<file path="src/design/pngu_pkg.sv">
// Shared types and constants for the PNG scanline unfilter.
package pngu_pkg;

    localparam int MAX_ROW_BYTES_DEF   = 16384;
    localparam int MAX_PIXEL_BYTES_DEF = 8;

    localparam int ROW_BYTES_W   = 15;
    localparam int PIXEL_BYTES_W = 4;
    localparam int CFG_IDX_W     = 1;
    localparam int CFG_DATA_W    = 15;

    typedef enum logic [CFG_IDX_W-1:0] {
        REG_ROW_BYTES,
        REG_PIXEL_BYTES
    } pngu_reg_t;

    typedef enum logic [2:0] {
        FILT_NONE,
        FILT_SUB,
        FILT_UP,
        FILT_AVG,
        FILT_PAETH
    } pngu_filt_t;

    typedef struct packed {
        logic       valid;
        logic       err;
        logic       first_row;
        logic       have_left;
        logic       row_end;
        pngu_filt_t kind;
        logic [7:0] sample;
    } pngu_item_t;

endpackage

</file>
<file path="src/design/pngu_recon.sv">
// Reconstruction stage: predictor, line store write back, neighbor history, output register.
module pngu_recon #(
    parameter int MAX_ROW_BYTES   = pngu_pkg::MAX_ROW_BYTES_DEF,
    parameter int MAX_PIXEL_BYTES = pngu_pkg::MAX_PIXEL_BYTES_DEF
) (
    input  logic                                 clk,
    input  logic                                 rst_n,
    input  pngu_pkg::pngu_item_t                 item,
    input  logic [$clog2(MAX_ROW_BYTES)-1:0]     item_col,
    input  logic [7:0]                           rd_data,
    input  logic [pngu_pkg::PIXEL_BYTES_W-1:0]   pixel_bytes_eff,
    output logic                                 item_take,
    output logic                                 wr_en,
    output logic [$clog2(MAX_ROW_BYTES)-1:0]     wr_addr,
    output logic [7:0]                           wr_data,
    output logic                                 out_valid,
    input  logic                                 out_ready,
    output logic [7:0]                           pixel_byte,
    output logic                                 row_end,
    output logic                                 bad_filter
);

    localparam int PIX_IDX_W = (MAX_PIXEL_BYTES > 1) ? $clog2(MAX_PIXEL_BYTES) : 1;

    logic [7:0] left_reg   [MAX_PIXEL_BYTES];
    logic [7:0] left_next  [MAX_PIXEL_BYTES];
    logic [7:0] upleft_reg [MAX_PIXEL_BYTES];
    logic [7:0] upleft_next[MAX_PIXEL_BYTES];

    logic       out_valid_reg, out_valid_next;
    logic [7:0] pixel_reg, pixel_next;
    logic       row_end_reg, row_end_next;
    logic       bad_reg, bad_next;

    logic [PIX_IDX_W-1:0] pix_idx;
    logic [7:0]           a;
    logic [7:0]           b;
    logic [7:0]           c;
    logic [8:0]           sum_ab;
    logic signed [9:0]    d_bc;
    logic signed [9:0]    d_ac;
    logic signed [9:0]    d_abc;
    logic [9:0]           pa;
    logic [9:0]           pb;
    logic [9:0]           pc;
    logic [7:0]           paeth;
    logic [7:0]           pred;
    logic [7:0]           v;

    always_comb
    begin
        pix_idx = PIX_IDX_W'(pixel_bytes_eff - 4'd1);
        a       = item.have_left ? left_reg[pix_idx] : 8'd0;
        c       = item.have_left ? upleft_reg[pix_idx] : 8'd0;
        b       = item.first_row ? 8'd0 : rd_data;

        sum_ab = {1'b0, a} + {1'b0, b};
        d_bc   = $signed({2'b00, b}) - $signed({2'b00, c});
        d_ac   = $signed({2'b00, a}) - $signed({2'b00, c});
        d_abc  = $signed({2'b00, sum_ab[7:0]}) + $signed({1'b0, sum_ab[8], 8'd0})
                 - $signed({1'b0, c, 1'b0});
        pa     = d_bc[9] ? 10'(-d_bc) : 10'(d_bc);
        pb     = d_ac[9] ? 10'(-d_ac) : 10'(d_ac);
        pc     = d_abc[9] ? 10'(-d_abc) : 10'(d_abc);

        if (pa <= pb && pa <= pc)
        begin
            paeth = a;
        end
        else if (pb <= pc)
        begin
            paeth = b;
        end
        else
        begin
            paeth = c;
        end

        case (item.kind)
            pngu_pkg::FILT_SUB:   pred = a;
            pngu_pkg::FILT_UP:    pred = b;
            pngu_pkg::FILT_AVG:   pred = sum_ab[8:1];
            pngu_pkg::FILT_PAETH: pred = paeth;
            default:              pred = 8'd0;
        endcase

        v = item.sample + pred;
    end

    always_comb
    begin
        item_take = item.valid && (!out_valid_reg || out_ready);
        wr_en     = item_take && !item.err;
        wr_addr   = item_col;
        wr_data   = v;

        out_valid_next = out_valid_reg;
        pixel_next     = pixel_reg;
        row_end_next   = row_end_reg;
        bad_next       = bad_reg;

        if (item_take)
        begin
            out_valid_next = 1'b1;
            pixel_next     = item.err ? 8'd0 : v;
            row_end_next   = item.row_end && !item.err;
            bad_next       = item.err;
        end
        else if (out_ready)
        begin
            out_valid_next = 1'b0;
        end

        for (int i = 0; i < MAX_PIXEL_BYTES; i++)
        begin
            left_next[i]   = left_reg[i];
            upleft_next[i] = upleft_reg[i];
        end
        if (wr_en)
        begin
            left_next[0]   = v;
            upleft_next[0] = b;
            for (int i = 1; i < MAX_PIXEL_BYTES; i++)
            begin
                left_next[i]   = left_reg[i-1];
                upleft_next[i] = upleft_reg[i-1];
            end
        end
    end

    always_ff @(posedge clk or negedge rst_n)
    begin
        if (!rst_n)
        begin
            out_valid_reg <= 1'b0;
        end
        else
        begin
            out_valid_reg <= out_valid_next;
        end
    end

    always_ff @(posedge clk)
    begin
        pixel_reg   <= pixel_next;
        row_end_reg <= row_end_next;
        bad_reg     <= bad_next;
        left_reg    <= left_next;
        upleft_reg  <= upleft_next;
    end

    assign out_valid  = out_valid_reg;
    assign pixel_byte = pixel_reg;
    assign row_end    = row_end_reg;
    assign bad_filter = bad_reg;

endmodule

</file>
<file path="config.mk">
export PLATFORM = sky130hd
export DESIGN_NAME = pngu_recon
export DESIGN_NICKNAME = d
export VERILOG_FILES = /design/src/design/pngu_pkg.sv /design/src/design/pngu_recon.sv
export SDC_FILE = /design/constraint.sdc
export NUM_CORES = 1
export LEC_CHECK = 0
export ABC_AREA = 1
export BUFFER_PORTS_ARGS = -buffer_cell sky130_fd_sc_hd__buf_2
export CAP_MARGIN = 40
export CORE_ASPECT_RATIO = 1.75
export CORE_MARGIN = 2
export CORE_UTILIZATION = 45
export DETAILED_ROUTE_END_ITERATION = 8
export PLACE_DENSITY = 0.61
export SLEW_MARGIN = 20
export SYNTH_ARGS = -nofsm -noshare
export SYNTH_HDL_FRONTEND = slang
export SYNTH_SLANG_ARGS = --single-unit
</file>
<file path="constraint.sdc">
create_clock -name clk -period 15.95 [get_ports clk]
set_clock_uncertainty 0.05 [all_clocks]
set_input_delay 2.3925 -clock clk [delete_from_list [all_inputs] [get_ports clk]]
set_output_delay 2.3925 -clock clk [all_outputs]
set_load 0.02 [all_outputs]
</file>
==> flow_metrics.tcl, run 1 <==
set metrics [dict create \
    ir_drop_mv 0.0980 \
    clock_sinks 139 \
    cp-start-kind "input pin" \
    grt_pass1_vias 6710 \
    routed_via_density 5.46 \
    async_reset_ff_share_pct 0.719 \
    post_cts_buffers 0 \
    synth_edf_count 138 \
    grt_max_degree 65 \
    die_w_um 110 \
    yosysTopAreaCell "edfxtp_1" \
    run_status "completed" \
    yosysSeqAreaShare_pct 46.9 \
    hp-class "reg -> reg" \
    synth_top_flop_cell "edfxtp_1" \
    setup-violations-final 0 \
    ys_types 50 \
    die_h_um 190 \
    insertion_delay_ps 410 \
    io_pins 80 \
    netlist_top_cells_area "edfxtp_1 (47%), ha_1 (10%), nand2_1 (5.8%), inv_1 (4.7%), o21ai_0 (4.1%)" \
    cts_root_buf "clkbuf_16" \
    drtPass1Iterations 5 \
    critPathKind "in -> out" \
    synth_area_sq_mm 0.00890 \
    coreArea_sq_mm 0.0196 \
    die_area_sq_mm 0.0210 \
    num_rows 68 \
    crit_fanout 21 \
    whs_ps 391 \
    drt_iter0_drc 445 \
    cts_tree "done" \
    wl_per_cell_um 17.8 \
    vias 6780 \
    gr-usage-all-layers_pct 22.1 \
    area_growth_pct 11.5 \
    fin_nets 1103 \
    grt_pass1_wl_mm 34.9 \
    io_buffers 50 \
    dp_hpwl_mm 16.5 \
    cts_max_path_buffers 2 \
    cts_resized 0 \
    cp_slowest_stage_delay_ps 540 \
    maxCapViolations 0 \
    cts.reportedPaths.clkPinSlew_ps 60 \
    syn-mean-instance-area_sq_um 9.50 \
    hold_viol 0 \
    synth_cells 937 \
    fin_tns_setup_ps 0 \
    layout_min_cycle_time_ps 12980 \
    crit_required_ps 13510 \
    critical_path.endpoint_type "output pin" \
    detail-route-antenna-nets 0 \
    tightest_slew_ps 874 \
    synth_common_cells "edfxtp_1 (138), nand2_1 (137), inv_1 (111), nor2_1 (90), ha_1 (73)" \
    cts-htree-levels 4 \
    drv_slew 0 \
    post-route-period-util_pct 81.4 \
    synth_seq_cells 139 \
    power_density_mw_per_mm2 143 \
    synth.most_common_cell "edfxtp_1" \
    slowest_stage "inv_1" \
    cpMostUsedCell "nand2_1" \
    synth_top_area_share_pct 46.6 \
    drc 0 \
    cts_buffers 17 \
    drt-total-wl_mm 22.1 \
    overflow 0 \
    drive_above_1_share_pct 14.6 \
    antenna_found_initial 2 \
    maxSlewHeadroom_pct 41.5 \
    cts_hold_buffers 0 \
    timing.fmax_ghz 0.0770 \
    worstPathArrival_ps 10540 \
    p_leak_nw 4.32 \
    rsz0062_at_grt "false" \
    gp_congestion 0.944 \
    fillers 1841 \
    yosysWarnings 0 \
    start_util_pct 45.5 \
]
==> worst max-delay path, delay by kind of cell <==
| kind | cells | cell delay [ps] |
|---|---|---|
| AND/OR/NAND/NOR | 15 | 1320 |
| AO/OA/AOI/OAI | 16 | 2680 |
| buffers and inverters | 11 | 1800 |
| adder cells (fa/ha/maj) | 6 | 1610 |
| XOR/XNOR | 3 | 730 |
==> cell type report <==
class | instances | area, sq um | area share (%)
Sequential cell | 139 | 4170 | 42.0
Multi-Input combinational cell | 639 | 4060 | 41.0
Inverter | 121 | 457 | 4.61
Clock buffer | 22 | 444 | 4.48
Timing Repair Buffer | 65 | 374 | 3.77
Tap cell | 245 | 307 | 3.09
Clock inverter | 10 | 100 | 1.01
Antenna cell | 1 | 2.50 | 0.0252
==> cells by family after synthesis <==
| group | count (synthesis) | synth area share (%) |
|---|---|---|
| XOR/XNOR | 42 | 4.39 |
| buffers and inverters | 161 | 7.72 |
| AND/OR/NAND/NOR | 329 | 17.1 |
| other | 2 | 0.0844 |
| flip-flops | 139 | 46.9 |
| AO/OA/AOI/OAI | 189 | 13.1 |
| adder cells (fa/ha/maj) | 75 | 10.7 |
==> layout by cell type, fill, tap and decap left out, drive strengths merged, types with 34 or more instances in the layout <==
master and instances:
xor2 34, ha 73, nand3 50, o21ai 78, nand2 160, edfxtp 138
a21oi 35, inv 121, buf 64, nor2 94
==> per-stage QoR <==
step	instances	cell area [sq um]	setup slack, ps	utilization, %	power (mW)
after floorplan	939	8900	4040	-	0.901
after global placement	1205	9330	3020	47.7	1.03
after detailed placement	1208	9370	2980	47.9	1.05
after CTS	1240	9910	2960	50.6	1.42
after global routing	1242	9920	2050	50.7	1.52
final	1242	9920	2970	50.7	1.41
==> path summary, 6_finish.rpt <==
path	from	end	slack (ps)	depth (start not counted)
max	pixel_bytes_eff[0]	wr_data[7]	2970	51
min	left_reg[55]	left_reg[47]	390	0
min in group asynchronous	rst_n	out_valid	1690	1
max in group asynchronous	rst_n	out_valid	14080	1
min reg2reg	left_reg[55]	left_reg[47]	390	0
max reg2reg	left_reg[16]	left_reg[63]	8280	44
==> metal layers <==
layer  wire length [um]  part of all wire [%]  vias to the layer above  global-route usage (%)
li1                   -                     -                     3333                       -
met1               8270                    37                     3221                    24.4
met2              11500                    52                      153                    38.2
met3                733                   3.3                       71                    3.56
met4               1570                   7.1                        2                    14.8
met5                 15                 0.068                        -                       0
==> report_power, final <==
part | internal [mW] | total, mW | leakage [nW] | switching, mW
sequential | 0.427 | 0.434 | 1.30 | 0.00723
clock | 0.227 | 0.369 | 0.267 | 0.141
combinational | 0.214 | 0.612 | 2.75 | 0.397
No activity file was read; power rests on OpenSTA's default activity.
==> run 2, diff against run 1 <==
==> constraint.sdc (replaced) <==
create_clock -name clk -period 13.1 [get_ports clk]
set_clock_uncertainty 0.05 [all_clocks]
set_input_delay 1.965 -clock clk [delete_from_list [all_inputs] [get_ports clk]]
set_output_delay 1.965 -clock clk [all_outputs]
set_load 0.02 [all_outputs]
==> run 2 against run 1 <==
  * Critical path depth shrank 3
  * Count of clock-buffer cells in the layout shrank 4
  * Critical path type unchanged
  * Non-clock buffer count shrank 3
  * Worst hold slack lost 0.69 ps
  * Power grew 20%
  * Largest power group unchanged
==> flow_metrics.tcl, run 2 (synthesis gave the netlist of run 1 again) <==
set metrics [dict create \
    run_status "completed" \
    routed_via_density 5.38 \
    overflow 0 \
    critPathKind "in -> out" \
    tightest_slew_ps 904 \
    crit_required_ps 11090 \
    ir_drop_mv 0.118 \
    maxCapViolations 0 \
    p_clk_share_pct 25.4 \
    drt-total-wl_mm 21.9 \
    vias 6670 \
    whs_ps 390 \
    detail-route-antenna-nets 0 \
    timing.rr.start "left_reg[8]" \
    grt_pass1_wl_mm 33.8 \
    dp_hpwl_mm 16.5 \
    power_density_mw_per_mm2 172 \
    swShare_pct 39.1 \
    drtPass1Iterations 4 \
    slowest_stage "inv_1" \
    io_buffers 50 \
    die_h_um 190 \
    grt_max_degree 65 \
    setup-violations-final 0 \
    reg2reg_depth 42 \
    crit_start "pixel_bytes_eff[0]" \
    layout_commonest_cell "edfxtp_1" \
    r2r_slack_ps 5380 \
    power.net_switching_mw 0.664 \
    crit_path_end "wr_data[7]" \
    hold_viol 0 \
    gp_congestion 0.942 \
    grt_pass1_vias 6476 \
    cts-htree-levels 4 \
    wl_per_cell_um 17.6 \
    layout_min_cycle_time_ps 11970 \
    cp-start-kind "input pin" \
    drc 0 \
    p_leak_nw 4.29 \
    comb_power_share_pct 43.5 \
    cts.reportedPaths.clkPinSlew_ps 60 \
    post_cts_buffers 0 \
    internal_power_mw 1.04 \
    drv_slew 0 \
    antenna_found_initial 1 \
    maxSlewHeadroom_pct 39.3 \
    gr-usage-all-layers_pct 21.6 \
    cts_resized 0 \
    rsz0062_at_grt "false" \
    final_cell_mix "edfxtp_1 (138), nand2_1 (137), inv_1 (111)" \
    die_area_sq_mm 0.0210 \
    critical_path.endpoint_type "output pin" \
    fin_nets 1100 \
    p_total_mw 1.70 \
    clock_sinks 139 \
    rr_endpoint "left_reg[63]" \
    cp_slowest_stage_delay_ps 470 \
    timing.fmax_ghz 0.0835 \
    num_rows 68 \
    hp-class "reg -> reg" \
    cpMostUsedCell "nand2_1" \
    cts_max_path_buffers 2 \
    cts_buffers 17 \
    start_util_pct 45.5 \
    cts_root_buf "clkbuf_16" \
    insertion_delay_ps 410 \
    area_growth_pct 11.2 \
    crit_fanout 20 \
    cts_hold_buffers 0 \
    cts_tree "done" \
    io_pins 80 \
    coreArea_sq_mm 0.0196 \
    die_w_um 110 \
    post-route-period-util_pct 91.4 \
    drive_above_1_share_pct 14.7 \
    drt_iter0_drc 404 \
    fin_tns_setup_ps 0 \
    worstPathArrival_ps 9950 \
    share_seq_of_total_power_pct 31.0 \
]
## run 2: cell count changes in the layout (fill, tap and decap cells not counted), moves of 2 or more
cell	before	now
clkbuf_1	5	1
buf_12	0	2
buf_4	11	8
clkinvlp_4	1	6
## run 2: worst min-delay path by stage
stage,startpoint,end,cells past startpoint
final,upleft_reg[40],upleft_reg[32],0
after global routing,left_reg[47],left_reg[39],0
after CTS,upleft_reg[40],upleft_reg[32],0
after detailed placement,upleft_reg[40],upleft_reg[32],0
after global placement,upleft_reg[18],upleft_reg[10],0
after floorplan,left_reg[18],left_reg[10],0
## run 2: routing by layer
metal  share of wire, %  wire length, um  GRT usage, %
met4                6.5             1430          14.5
met1                 38             8300          23.6
met2                 53            11500          38.2
met5                  0                0             0
met3                2.7              598          2.67
## run 2: worst max-delay path: cells and delay by family
| family | cells | cell delay, ps |
|---|---|---|
| buffers and inverters | 9 | 1390 |
| XOR/XNOR | 3 | 670 |
| adder cells (fa/ha/maj) | 6 | 1580 |
| AO/OA/AOI/OAI | 17 | 3130 |
| AND/OR/NAND/NOR | 13 | 1190 |
## run 2: cell type report
cell class / instances / area [sq um]
multi-input combinational: 639 / 4060
timing repair buffer: 62 / 360
fill: 1876 / 9670
tap: 245 / 307
clock buffer: 18 / 429
sequential: 139 / 4170
inverter: 121 / 457
clock inverter: 14 / 106
antenna: 1 / 2.50
## run 2: power groups by stage
stage	clock network (mW)	registers, mW	logic [mW]
6_report	0.432	0.528	0.740
5_1_grt	0.460	0.530	0.839
4_1_cts	0.441	0.528	0.744
3_5_place_dp	0	0.537	0.737
3_3_place_gp	0	0.536	0.723
2_1_floorplan	0	0.543	0.554
## run 2: through the flow
| step | util [%] | cells | instance area [sq um] | setup slack (ps) |
|---|---|---|---|---|
| after floorplan | - | 939 | 8900 | 2040 |
| after global placement | 47.5 | 1201 | 9300 | 1050 |
| after detailed placement | 47.8 | 1206 | 9360 | 1030 |
| after CTS | 50.5 | 1238 | 9890 | 1030 |
| after global routing | 50.6 | 1239 | 9890 | 183 |
| final | 50.6 | 1239 | 9890 | 1130 |
