--- config.mk ---
export PLATFORM = sky130hd
export DESIGN_NAME = pngu_ctrl
export DESIGN_NICKNAME = d
export VERILOG_FILES = /design/src/design/pngu_pkg.sv /design/src/design/pngu_ctrl.sv
export SDC_FILE = /design/constraint.sdc
export NUM_CORES = 1
export LEC_CHECK = 0
export BUFFER_PORTS_ARGS = -buffer_cell sky130_fd_sc_hd__buf_4
export CAP_MARGIN = 40
export CORE_ASPECT_RATIO = 1.5
export CORE_MARGIN = 4
export CORE_UTILIZATION = 52
export DETAILED_ROUTE_END_ITERATION = 10
export PLACE_DENSITY = 0.8
export RECOVER_POWER = 50
export REMOVE_ABC_BUFFERS = 1
export SETUP_SLACK_MARGIN = 0.5
export SLEW_MARGIN = 10
export SYNTH_ARGS = -nofsm -noshare
export SYNTH_HDL_FRONTEND = slang
export SYNTH_SLANG_ARGS = --single-unit
--- constraint.sdc ---
create_clock -name clk -period 3.2 [get_ports clk]
set_input_delay 0 -clock clk [delete_from_list [all_inputs] [get_ports clk]]
set_output_delay 0 -clock clk [all_outputs]
set_load 0.01 [all_outputs]
--- src/design/pngu_pkg.sv ---
// Shared types and constants for the PNG scanline unfilter.
package pngu_pkg;

    localparam int MAX_ROW_BYTES_DEF   = 16384;
    localparam int MAX_PIXEL_BYTES_DEF = 8;

    localparam int ROW_BYTES_W   = 15;
    localparam int PIXEL_BYTES_W = 4;
    localparam int CFG_IDX_W     = 1;
    localparam int CFG_DATA_W    = 15;

    typedef enum logic [CFG_IDX_W-1:0] {
        REG_ROW_BYTES,
        REG_PIXEL_BYTES
    } pngu_reg_t;

    typedef enum logic [2:0] {
        FILT_NONE,
        FILT_SUB,
        FILT_UP,
        FILT_AVG,
        FILT_PAETH
    } pngu_filt_t;

    typedef struct packed {
        logic       valid;
        logic       err;
        logic       first_row;
        logic       have_left;
        logic       row_end;
        pngu_filt_t kind;
        logic [7:0] sample;
    } pngu_item_t;

endpackage

--- src/design/pngu_ctrl.sv ---
// Stream control: filter byte parsing, column tracking, line store read ahead.
module pngu_ctrl #(
    parameter int MAX_ROW_BYTES = pngu_pkg::MAX_ROW_BYTES_DEF
) (
    input  logic                                 clk,
    input  logic                                 rst_n,
    input  logic                                 in_valid,
    output logic                                 in_ready,
    input  logic [7:0]                           data_byte,
    input  logic                                 image_start,
    input  logic [$clog2(MAX_ROW_BYTES):0]       row_bytes_eff,
    input  logic [pngu_pkg::PIXEL_BYTES_W-1:0]   pixel_bytes_eff,
    input  logic                                 item_take,
    output logic                                 rd_en,
    output logic [$clog2(MAX_ROW_BYTES)-1:0]     rd_addr,
    output pngu_pkg::pngu_item_t                 item,
    output logic [$clog2(MAX_ROW_BYTES)-1:0]     item_col
);

    localparam int ADDR_W = $clog2(MAX_ROW_BYTES);
    localparam int CMP_W  = ADDR_W + 1;

    logic [ADDR_W-1:0]    col_reg, col_next;
    pngu_pkg::pngu_filt_t kind_reg, kind_next;
    logic                 await_reg, await_next;
    logic                 first_reg, first_next;
    logic                 hold_reg, hold_next;
    pngu_pkg::pngu_item_t item_reg, item_next;
    logic [ADDR_W-1:0]    item_col_reg, item_col_next;

    logic              accept;
    logic              await_eff;
    logic              hold_eff;
    logic              first_eff;
    logic [ADDR_W-1:0] col_eff;
    logic [CMP_W-1:0]  col_inc;
    logic              is_row_end;
    logic              have_left;
    logic              bad;
    logic              produce;

    assign in_ready = !item_reg.valid || item_take;

    always_comb
    begin
        accept     = in_valid && in_ready;
        await_eff  = image_start || await_reg;
        hold_eff   = !image_start && hold_reg;
        first_eff  = image_start || first_reg;
        col_eff    = image_start ? '0 : col_reg;
        col_inc    = {1'b0, col_eff} + CMP_W'(1);
        is_row_end = col_inc >= row_bytes_eff;
        have_left  = {1'b0, col_eff} >= CMP_W'(pixel_bytes_eff);
        bad        = data_byte > 8'(pngu_pkg::FILT_PAETH);

        col_next      = col_reg;
        kind_next     = kind_reg;
        await_next    = await_reg;
        first_next    = first_reg;
        hold_next     = hold_reg;
        produce       = 1'b0;
        rd_en         = 1'b0;
        rd_addr       = col_eff;
        item_col_next = item_col_reg;

        item_next = item_reg;

        if (accept)
        begin
            col_next   = col_eff;
            await_next = await_eff;
            first_next = first_eff;
            hold_next  = hold_eff;
            if (!hold_eff)
            begin
                if (await_eff)
                begin
                    col_next = '0;
                    if (bad)
                    begin
                        hold_next = 1'b1;
                        produce   = 1'b1;
                    end
                    else
                    begin
                        kind_next  = pngu_pkg::pngu_filt_t'(data_byte[2:0]);
                        await_next = 1'b0;
                    end
                end
                else
                begin
                    produce = 1'b1;
                    rd_en   = 1'b1;
                    if (is_row_end)
                    begin
                        col_next   = '0;
                        await_next = 1'b1;
                        first_next = 1'b0;
                    end
                    else
                    begin
                        col_next = col_inc[ADDR_W-1:0];
                    end
                end
            end
        end

        if (produce)
        begin
            item_next.valid     = 1'b1;
            item_next.err       = await_eff;
            item_next.first_row = first_eff;
            item_next.have_left = have_left;
            item_next.row_end   = is_row_end && !await_eff;
            item_next.kind      = kind_reg;
            item_next.sample    = data_byte;
            item_col_next       = col_eff;
        end
        else if (item_take)
        begin
            item_next.valid = 1'b0;
        end
    end

    always_ff @(posedge clk or negedge rst_n)
    begin
        if (!rst_n)
        begin
            col_reg   <= '0;
            kind_reg  <= pngu_pkg::FILT_NONE;
            await_reg <= 1'b1;
            first_reg <= 1'b1;
            hold_reg  <= 1'b0;
            item_reg  <= '0;
        end
        else
        begin
            col_reg   <= col_next;
            kind_reg  <= kind_next;
            await_reg <= await_next;
            first_reg <= first_next;
            hold_reg  <= hold_next;
            item_reg  <= item_next;
        end
    end

    always_ff @(posedge clk)
    begin
        item_col_reg <= item_col_next;
    end

    assign item     = item_reg;
    assign item_col = item_col_reg;

endmodule

==> metrics.md, run 1 <==
| Metric | Value |
|---|---|
| Final hold vios | `0` |
| Predominant post-synthesis flop cell | `dfrtp_1` |
| Clk pwr share | `0.280` |
| Crit share post-route | `0.920` |
| Commonest cells in the netlist | `dfrtp_1, inv_1, ha_1, nor2_1, edfxtp_1` |
| CTS Buf Count | `5` |
| Tot Pwr | `1390 uW` |
| Cells after Synth | `250` |
| RSZ-0062 raised after global routing | `yes` |
| Sw power | `377 uW` |
| Top cells by area, synth | `dfrtp_1, edfxtp_1, ha_1, mux2_2, a22o_1` |
| I/O pin total | `78` |
| Synth-to-Final Area Change | `34.5%` |
| Row Count | `32` |
| Slew HR | `-0.306` |
| Post-synth top area share | `0.303` |
| Total gr overflow | `0` |
| Crit Path Max Fanout | `6` |
| Antenna-violating nets left | `0` |
| Core box area | `0.00520 sq mm` |
| Flops & latches, synth | `50` |
| Status | `finished, violations left` |
| Final non-filler cell total | `427` |
| Vias in the first global route | `2366` |
| CP endpoint kind | `flip-flop` |
| Int Pwr | `1010 uW` |
| YS warnings | `0` |
| Remaining DRCs | `0` |
| Via density | `5.56` |
| RD Place Congestion | `0.797` |
| Max H-tree Level | `2` |
| Fmax | `340 MHz` |
| Clock Pin Slew Worst Setup and Hold Paths | `0.10 ns` |
| Combinational fraction of design power | `0.184` |
| Crit-path max cell delay | `0.41 ns` |
| Unique masters post-synth | `51` |
| Hold path start | `item_take` |
| Die W | `68.0 um` |
| Most frequent cell after synthesis | `dfrtp_1` |
| Initial Util | `0.539` |
| Hold Path Stages | `3` |
| Capturing point of the worst reg2reg path | `col_reg[4]$_DFFE_PN0P_` |
| Worst skew pair latency | `0.31 ns` |
| Die H | `98.0 um` |
| Sw frac | `0.272` |
| Clock skew | `0.0114 ns` |
| Worst VDD drop | `0.180 mV` |
| Slew @ Worst Pin | `1.96 ns` |
| Antenna cells | `0` |
| First-pass GRT wire length | `11200 um` |
| Post-DP HPWL | `4950 um` |
| Worst setup SP type | `flip-flop` |
| CP Data Required Time | `3.41 ns` |
| Max Cap Violations | `1` |
| Number of synthesized flops with an enable pin | `14` |
| Final setup viols | `0` |
| Longest Clk Path Bufs | `2` |
| Largest net degree at the start of global routing | `37` |
| Clock sinks | `50` |
| Dominant cell type by area after synthesis | `dfrtp_1` |
| Worst Hold End | `item[15]$_DFFE_PN0P_` |
| Critical Path, Cell by Cell | `nor2b_1 -> and4_4 -> nand3_1 -> xnor2_1 -> ha_1 -> nand4_2 -> nor4_4 -> a2111oi_4 -> buf_6 -> and3_4 -> a22o_2` |
| Iter 0 DRT Violations | `124` |
| Slowest CP cell | `dfrtp_1` |
| Violations in the final reports | `max-capacitance violations, max-slew violations` |
| Die ar. | `0.00666 sq mm` |
| DR WL/cell | `17.6 um` |
| CTS root buffer | `clkbuf_8` |
| Slew Viols, Final | `37` |
| FF-to-FF Start | `col_reg[4]$_DFFE_PN0P_` |
| Pleak | `0.00179 uW` |
| Clock tree from TritonCTS | `built` |
| Layout cells sized above 1 | `0.343` |
| Final net count | `408` |
| Initial antenna violation count | `0` |
| Final WL | `7510 um` |
| Sequential fraction of the synthesis area | `0.472` |
| Input/output buffers | `77` |
| Cell Area, Synth | `0.00281 sq mm` |
| Sequential share of power | `0.537` |
| R2R Setup Slk | `0.26 ns` |
| WHS | `0.0923 ns` |
| R2R depth | `11` |
| Largest register FFs | `16` |
| Post-Place Cells | `392` |
| Total GRT Usage | `0.218` |
| PwrDens | `367 mW/mm^2` |
| Ys async rst share | `0.720` |
| Iteration count of the initial detailed-routing pass | `4` |
| Worst Path Arrival | `3.15 ns` |
| Total number of vias | `2376` |
| Fillers | `377` |
| Worst min-delay path class | `input pin to flip-flop` |
| Min cycle time layout | `2.94 ns` |
| TNS Setup | `0 ns` |
| CP Class | `flip-flop to flip-flop` |
| Avg Synthesized Cell Area | `11.2 sq um` |
==> power by group through the flow <==
stage / sequential (uW) / clock, uW / combinational, uW
floorplan: 782 / 0 / 101
global placement: 756 / 0 / 273
detailed placement: 759 / 0 / 283
CTS: 745 / 389 / 297
global route: 750 / 426 / 277
finish: 744 / 388 / 255
==> how the worst max path moves through the flow <==
stage	start	endpoint	slack, ns	cells after the start
after floorplan	col_reg[10]$_DFFE_PN0P_	col_reg[7]$_DFFE_PN0P_	0.48	11
after global placement	col_reg[0]$_DFFE_PN0P_	col_reg[12]$_DFFE_PN0P_	0.26	11
after detailed placement	col_reg[0]$_DFFE_PN0P_	col_reg[12]$_DFFE_PN0P_	0.22	11
after CTS	col_reg[3]$_DFFE_PN0P_	col_reg[8]$_DFFE_PN0P_	0.49	11
after global routing	col_reg[4]$_DFFE_PN0P_	col_reg[4]$_DFFE_PN0P_	0.18	11
final	col_reg[4]$_DFFE_PN0P_	col_reg[4]$_DFFE_PN0P_	0.26	11
==> routing by layer <==
layer / up-vias / routed length, um / share of wire / track usage
li1: 1101 / - / - / -
met1: 1138 / 2800 / 0.37 / 0.257
met2: 114 / 3920 / 0.52 / 0.381
met3: 23 / 525 / 0.070 / 0.0265
met4: 0 / 267 / 0.036 / 0.0995
met5: - / 0 / 0 / 0
==> cells in the final DEF (no fill, tap or decap), types with 2 or more instances in the layout <==
cell type / instances
mux2_4: 3
clkbuf_8: 6
a22o_1: 11
nor4_1: 2
a21oi_1: 13
xnor2_2: 2
nor2b_2: 2
nand3_1: 7
inv_1: 23
and4b_1: 2
nand2_1: 12
xor2_1: 6
and3_4: 3
o21a_1: 2
mux2_2: 11
o21ai_2: 2
nand3_4: 3
dfrtp_1: 33
a22o_2: 2
clkbuf_1: 35
edfxtp_1: 14
buf_4: 63
xnor2_1: 4
o21ai_0: 4
inv_2: 2
dlygate4sd3_1: 9
nor2_1: 17
nor3_1: 2
nor2b_1: 10
dfstp_2: 2
nor4_4: 3
ha_1: 18
==> critical path, delay by kind of cell, from the launching register on <==
kind / cells / cell delay, ns
buf+inv: 1 / 0.16
simple gates: 6 / 1.46
compound gates: 2 / 0.32
xor+xnor: 1 / 0.16
fa+ha+maj: 1 / 0.34
flops: 1 / 0.41
==> cell type report <==
cell class	count	area, sq um	share of cell area
Multi-Input combinational cell	167	1450	0.385
Sequential cell	50	1330	0.351
Timing Repair Buffer	109	721	0.191
Inverter	25	93.8	0.0249
Tap cell	68	85.1	0.0225
Clock buffer	6	82.6	0.0219
Clock inverter	2	12.5	0.00332
==> cell families (layout without fill, tap and decap cells) <==
group           Yosys count  in the layout  share of synthesized area
fa+ha+maj                18             18                     0.0803
compound gates           45             45                      0.120
buf+inv                  34            142                     0.0575
flops                    50             50                      0.472
xor+xnor                 13             13                     0.0406
mux                      14             14                     0.0602
simple gates             76             77                      0.169
==> what timing repair did <==
| action | in CTS | in global routing |
|---|---|---|
| setup buffers | 12 | 5 |
| hold buffers | 9 | 0 |
| pin swaps | 18 | 4 |
| hold endpoints to repair | 47 | 0 |
| gates cloned | 1 | 0 |
| endpoints found under the setup margin | 17 | 17 |
| resized for setup | 22 | 10 |
==> through the flow <==
step	cell area, sq um	utilization	setup WS (ns)
global placement	3440	0.661	0.262
floorplan	2740	-	0.480
global route	3770	0.725	0.175
CTS	3830	0.735	0.487
detailed placement	3450	0.663	0.219
finish	3770	0.725	0.256
Power figures use the tool's default switching activity.
==> inputs of run 2 (changes only) <==
Settings changed: CORE_UTILIZATION 52 to 56, CTS_CLUSTER_SIZE from default to 12, PLACE_DENSITY 0.8 to 0.85.
Clock period 3.2 ns to 3.7 ns, I/O delays scaled along.
==> metrics.md, run 2 (synthesized netlist as in run 1, its figures left out) <==
| Metric | Value |
|---|---|
| Capturing point of the worst reg2reg path | `col_reg[12]$_DFFE_PN0P_ (was col_reg[4]$_DFFE_PN0P_)` |
| Final WL | `6790 um (was 7510 um)` |
| Finished Core Util | `0.721 (was 0.725)` |
| Remaining DRCs | `0 (unchanged)` |
| Iteration count of the initial detailed-routing pass | `4 (unchanged)` |
| CP Data Required Time | `3.91 ns (was 3.41 ns)` |
| Core box area | `0.00485 sq mm (was 0.00520 sq mm)` |
| Status | `finished, violations left (unchanged)` |
| RD Place Congestion | `0.843 (was 0.797)` |
| Antenna cells | `0 (unchanged)` |
| R2R depth | `11 (unchanged)` |
| Clock Pin Slew Worst Setup and Hold Paths | `0.09 ns (was 0.10 ns)` |
| Top Family by Delay on Critical Path | `simple AND/OR/NAND/NOR gates (unchanged)` |
| Tot Pwr | `1210 uW (was 1390 uW)` |
| Max Cap Violations | `1 (unchanged)` |
| Min cycle time layout | `3.08 ns (was 2.94 ns)` |
| Combinational fraction of design power | `0.179 (was 0.184)` |
| Slew Viols, Final | `37 (unchanged)` |
| R2R Setup Slk | `0.62 ns (was 0.26 ns)` |
| Clock tree from TritonCTS | `built (unchanged)` |
| Fmax | `324 MHz (was 340 MHz)` |
| Die ar. | `0.00623 sq mm (was 0.00666 sq mm)` |
| Largest net degree at the start of global routing | `37 (unchanged)` |
| Hold Path Stages | `3 (unchanged)` |
| Critical path buffer and inverter count | `0 (was 1)` |
| Dpl cell area | `0.00341 sq mm (was 0.00345 sq mm)` |
| CP endpoint kind | `flip-flop (unchanged)` |
| FF-to-FF Start | `col_reg[10]$_DFFE_PN0P_ (was col_reg[4]$_DFFE_PN0P_)` |
| Longest Clk Path Bufs | `2 (unchanged)` |
| Worst Hold End | `item[15]$_DFFE_PN0P_ (unchanged)` |
| Worst min-delay path class | `input pin to flip-flop (unchanged)` |
| Die W | `65.8 um (was 68.0 um)` |
| Total gr overflow | `0 (unchanged)` |
| Clock sinks | `50 (unchanged)` |
| Vias in the first global route | `2211 (was 2366)` |
| WHS | `0.132 ns (was 0.0923 ns)` |
| Post-DP HPWL | `4950 um (about the same)` |
| Sw frac | `0.263 (was 0.272)` |
| Sequential share of power | `0.535 (was 0.537)` |
| Most common cell after layout, fill and taps aside | `buf_4 (unchanged)` |
| Slew @ Worst Pin | `1.96 ns (about the same)` |
| Int Pwr | `889 uW (was 1010 uW)` |
| CTS Buf Count | `5 (unchanged)` |
| Largest register FFs | `16 (unchanged)` |
| PwrDens | `345 mW/mm^2 (was 367 mW/mm^2)` |
| TNS Setup | `0 ns (unchanged)` |
| Clk pwr share | `0.286 (was 0.280)` |
| Critical Path, Cell by Cell | `nor2b_1 -> nand2_1 -> nor3_2 -> nand3_1 -> xnor2_1 -> ha_1 -> nand4_2 -> nor4_4 -> a2111oi_4 -> nand2_1 -> a221oi_2 (was nor2b_1 -> and4_4 -> nand3_1 -> xnor2_1 -> ha_1 -> nand4_2 -> nor4_4 -> a2111oi_4 -> buf_6 -> and3_4 -> a22o_2)` |
| Slowest CP cell | `nor2b_1 (was dfrtp_1)` |
| Final net count | `385 (was 408)` |
| First-pass GRT wire length | `10600 um (was 11200 um)` |
| Die H | `94.7 um (was 98.0 um)` |
| Antenna-violating nets left | `0 (unchanged)` |
| Iter 0 DRT Violations | `114 (was 124)` |
| Fillers | `357 (was 377)` |
| Most frequent cells in the layout | `buf_4, dfrtp_1, clkbuf_1 (was buf_4, clkbuf_1, dfrtp_1)` |
| Worst skew pair latency | `0.30 ns (was 0.31 ns)` |
| Final hold vios | `0 (unchanged)` |
| RSZ-0062 raised after global routing | `no (was yes)` |
| Pleak | `0.00166 uW (was 0.00179 uW)` |
| Final setup viols | `0 (unchanged)` |
| Input/output buffers | `77 (unchanged)` |
| I/O pin total | `78 (unchanged)` |
| Layout cells sized above 1 | `0.256 (was 0.343)` |
| DR WL/cell | `16.9 um (was 17.6 um)` |
| CP Class | `flip-flop to flip-flop (unchanged)` |
| Hold path start | `item_take (unchanged)` |
| Initial Util | `0.579 (was 0.539)` |
| Crit Path Max Fanout | `5 (was 6)` |
| Worst Path Arrival | `3.30 ns (was 3.15 ns)` |
| CP startpoint | `col_reg[10]$_DFFE_PN0P_ (was col_reg[4]$_DFFE_PN0P_)` |
| Violations in the final reports | `max-capacitance violations, max-slew violations (unchanged)` |
| Clock skew | `0.00588 ns (was 0.0114 ns)` |
| Worst VDD drop | `0.177 mV (was 0.180 mV)` |
| Row Count | `31 (was 32)` |
| Max H-tree Level | `2 (unchanged)` |
| Crit share post-route | `0.833 (was 0.920)` |
| Sw power | `318 uW (was 377 uW)` |
| Worst setup SP type | `flip-flop (unchanged)` |
| Via density | `5.60 (was 5.56)` |
| Design area | `0.00349 sq mm (was 0.00377 sq mm)` |
| Total GRT Usage | `0.221 (was 0.218)` |
| Synth-to-Final Area Change | `24.5% (was 34.5%)` |
| Initial antenna violation count | `0 (unchanged)` |
| Total number of vias | `2253 (was 2376)` |
| Critical Path Most Common Cell | `nand2_1` |
| Slew HR | `-0.305 (was -0.306)` |
| CTS root buffer | `clkbuf_8 (unchanged)` |
| Crit-path max cell delay | `0.40 ns (was 0.41 ns)` |
[run 2: changes by cell type in the layout (fill, tap and decap cells not counted), sizes merged]
cell and change:
clkinvlp -1, and3 -1, clkbuf -3, buf -18
[run 2: worst min-delay path, cell delays in order]
cell	delay, ns
buf_4	0.07
nand2b_1	0.24
nand2_1	0.08
[run 2: power by group through the flow]
stage          Sequential, uW  Clock (uW)  Combinational (uW)
2_1_floorplan             676           0                87.6
3_3_place_gp              654           0                 235
3_5_place_dp              656           0                 241
4_1_cts                   645         351                 250
5_1_grt                   651         380                 234
6_report                  646         345                 215
[run 2: layer usage]
metal | wire length, um | GRT usage | up-vias
li1 | - | - | 1059
met1 | 2630 | 0.265 | 1070
met2 | 3600 | 0.387 | 114
met3 | 435 | 0.0310 | 10
met4 | 130 | 0.0986 | 0
met5 | 0 | 0 | -
[run 2: worst max-delay path by stage]
stage          slack [ns]                 endpoint  depth (start not counted)
3_3_place_gp         0.73   col_reg[4]$_DFFE_PN0P_                         11
6_report             0.62  col_reg[12]$_DFFE_PN0P_                         11
3_5_place_dp         0.67  col_reg[12]$_DFFE_PN0P_                         10
2_1_floorplan        0.98   col_reg[7]$_DFFE_PN0P_                         11
5_1_grt              0.41  col_reg[12]$_DFFE_PN0P_                         11
4_1_cts              0.64  col_reg[12]$_DFFE_PN0P_                         10
[run 2: layout make-up]
type | instances | area [sq um] | area share
Clock inverter | 1 | 8.76 | 0.00251
Inverter | 25 | 93.8 | 0.0269
Clock buffer | 7 | 96.3 | 0.0276
Multi-Input combinational cell | 166 | 1330 | 0.380
Tap cell | 66 | 82.6 | 0.0236
Timing Repair Buffer | 87 | 559 | 0.160
Sequential cell | 50 | 1320 | 0.379
[run 2: repair_timing]
action / CTS / global route
gates resized for setup: 0 / 2
hold endpoints to repair: 47 / 0
hold buffers: 9 / 0
setup buffers: 0 / 0
endpoints found under the setup margin: 0 / 2
[run 2: per-stage QoR]
| step | std cells | worst slack, ns |
|---|---|---|
| global route | 402 | 0.415 |
| CTS | 402 | 0.640 |
| detailed placement | 385 | 0.670 |
| floorplan | 241 | 0.980 |
| finish | 402 | 0.616 |
| global placement | 385 | 0.728 |
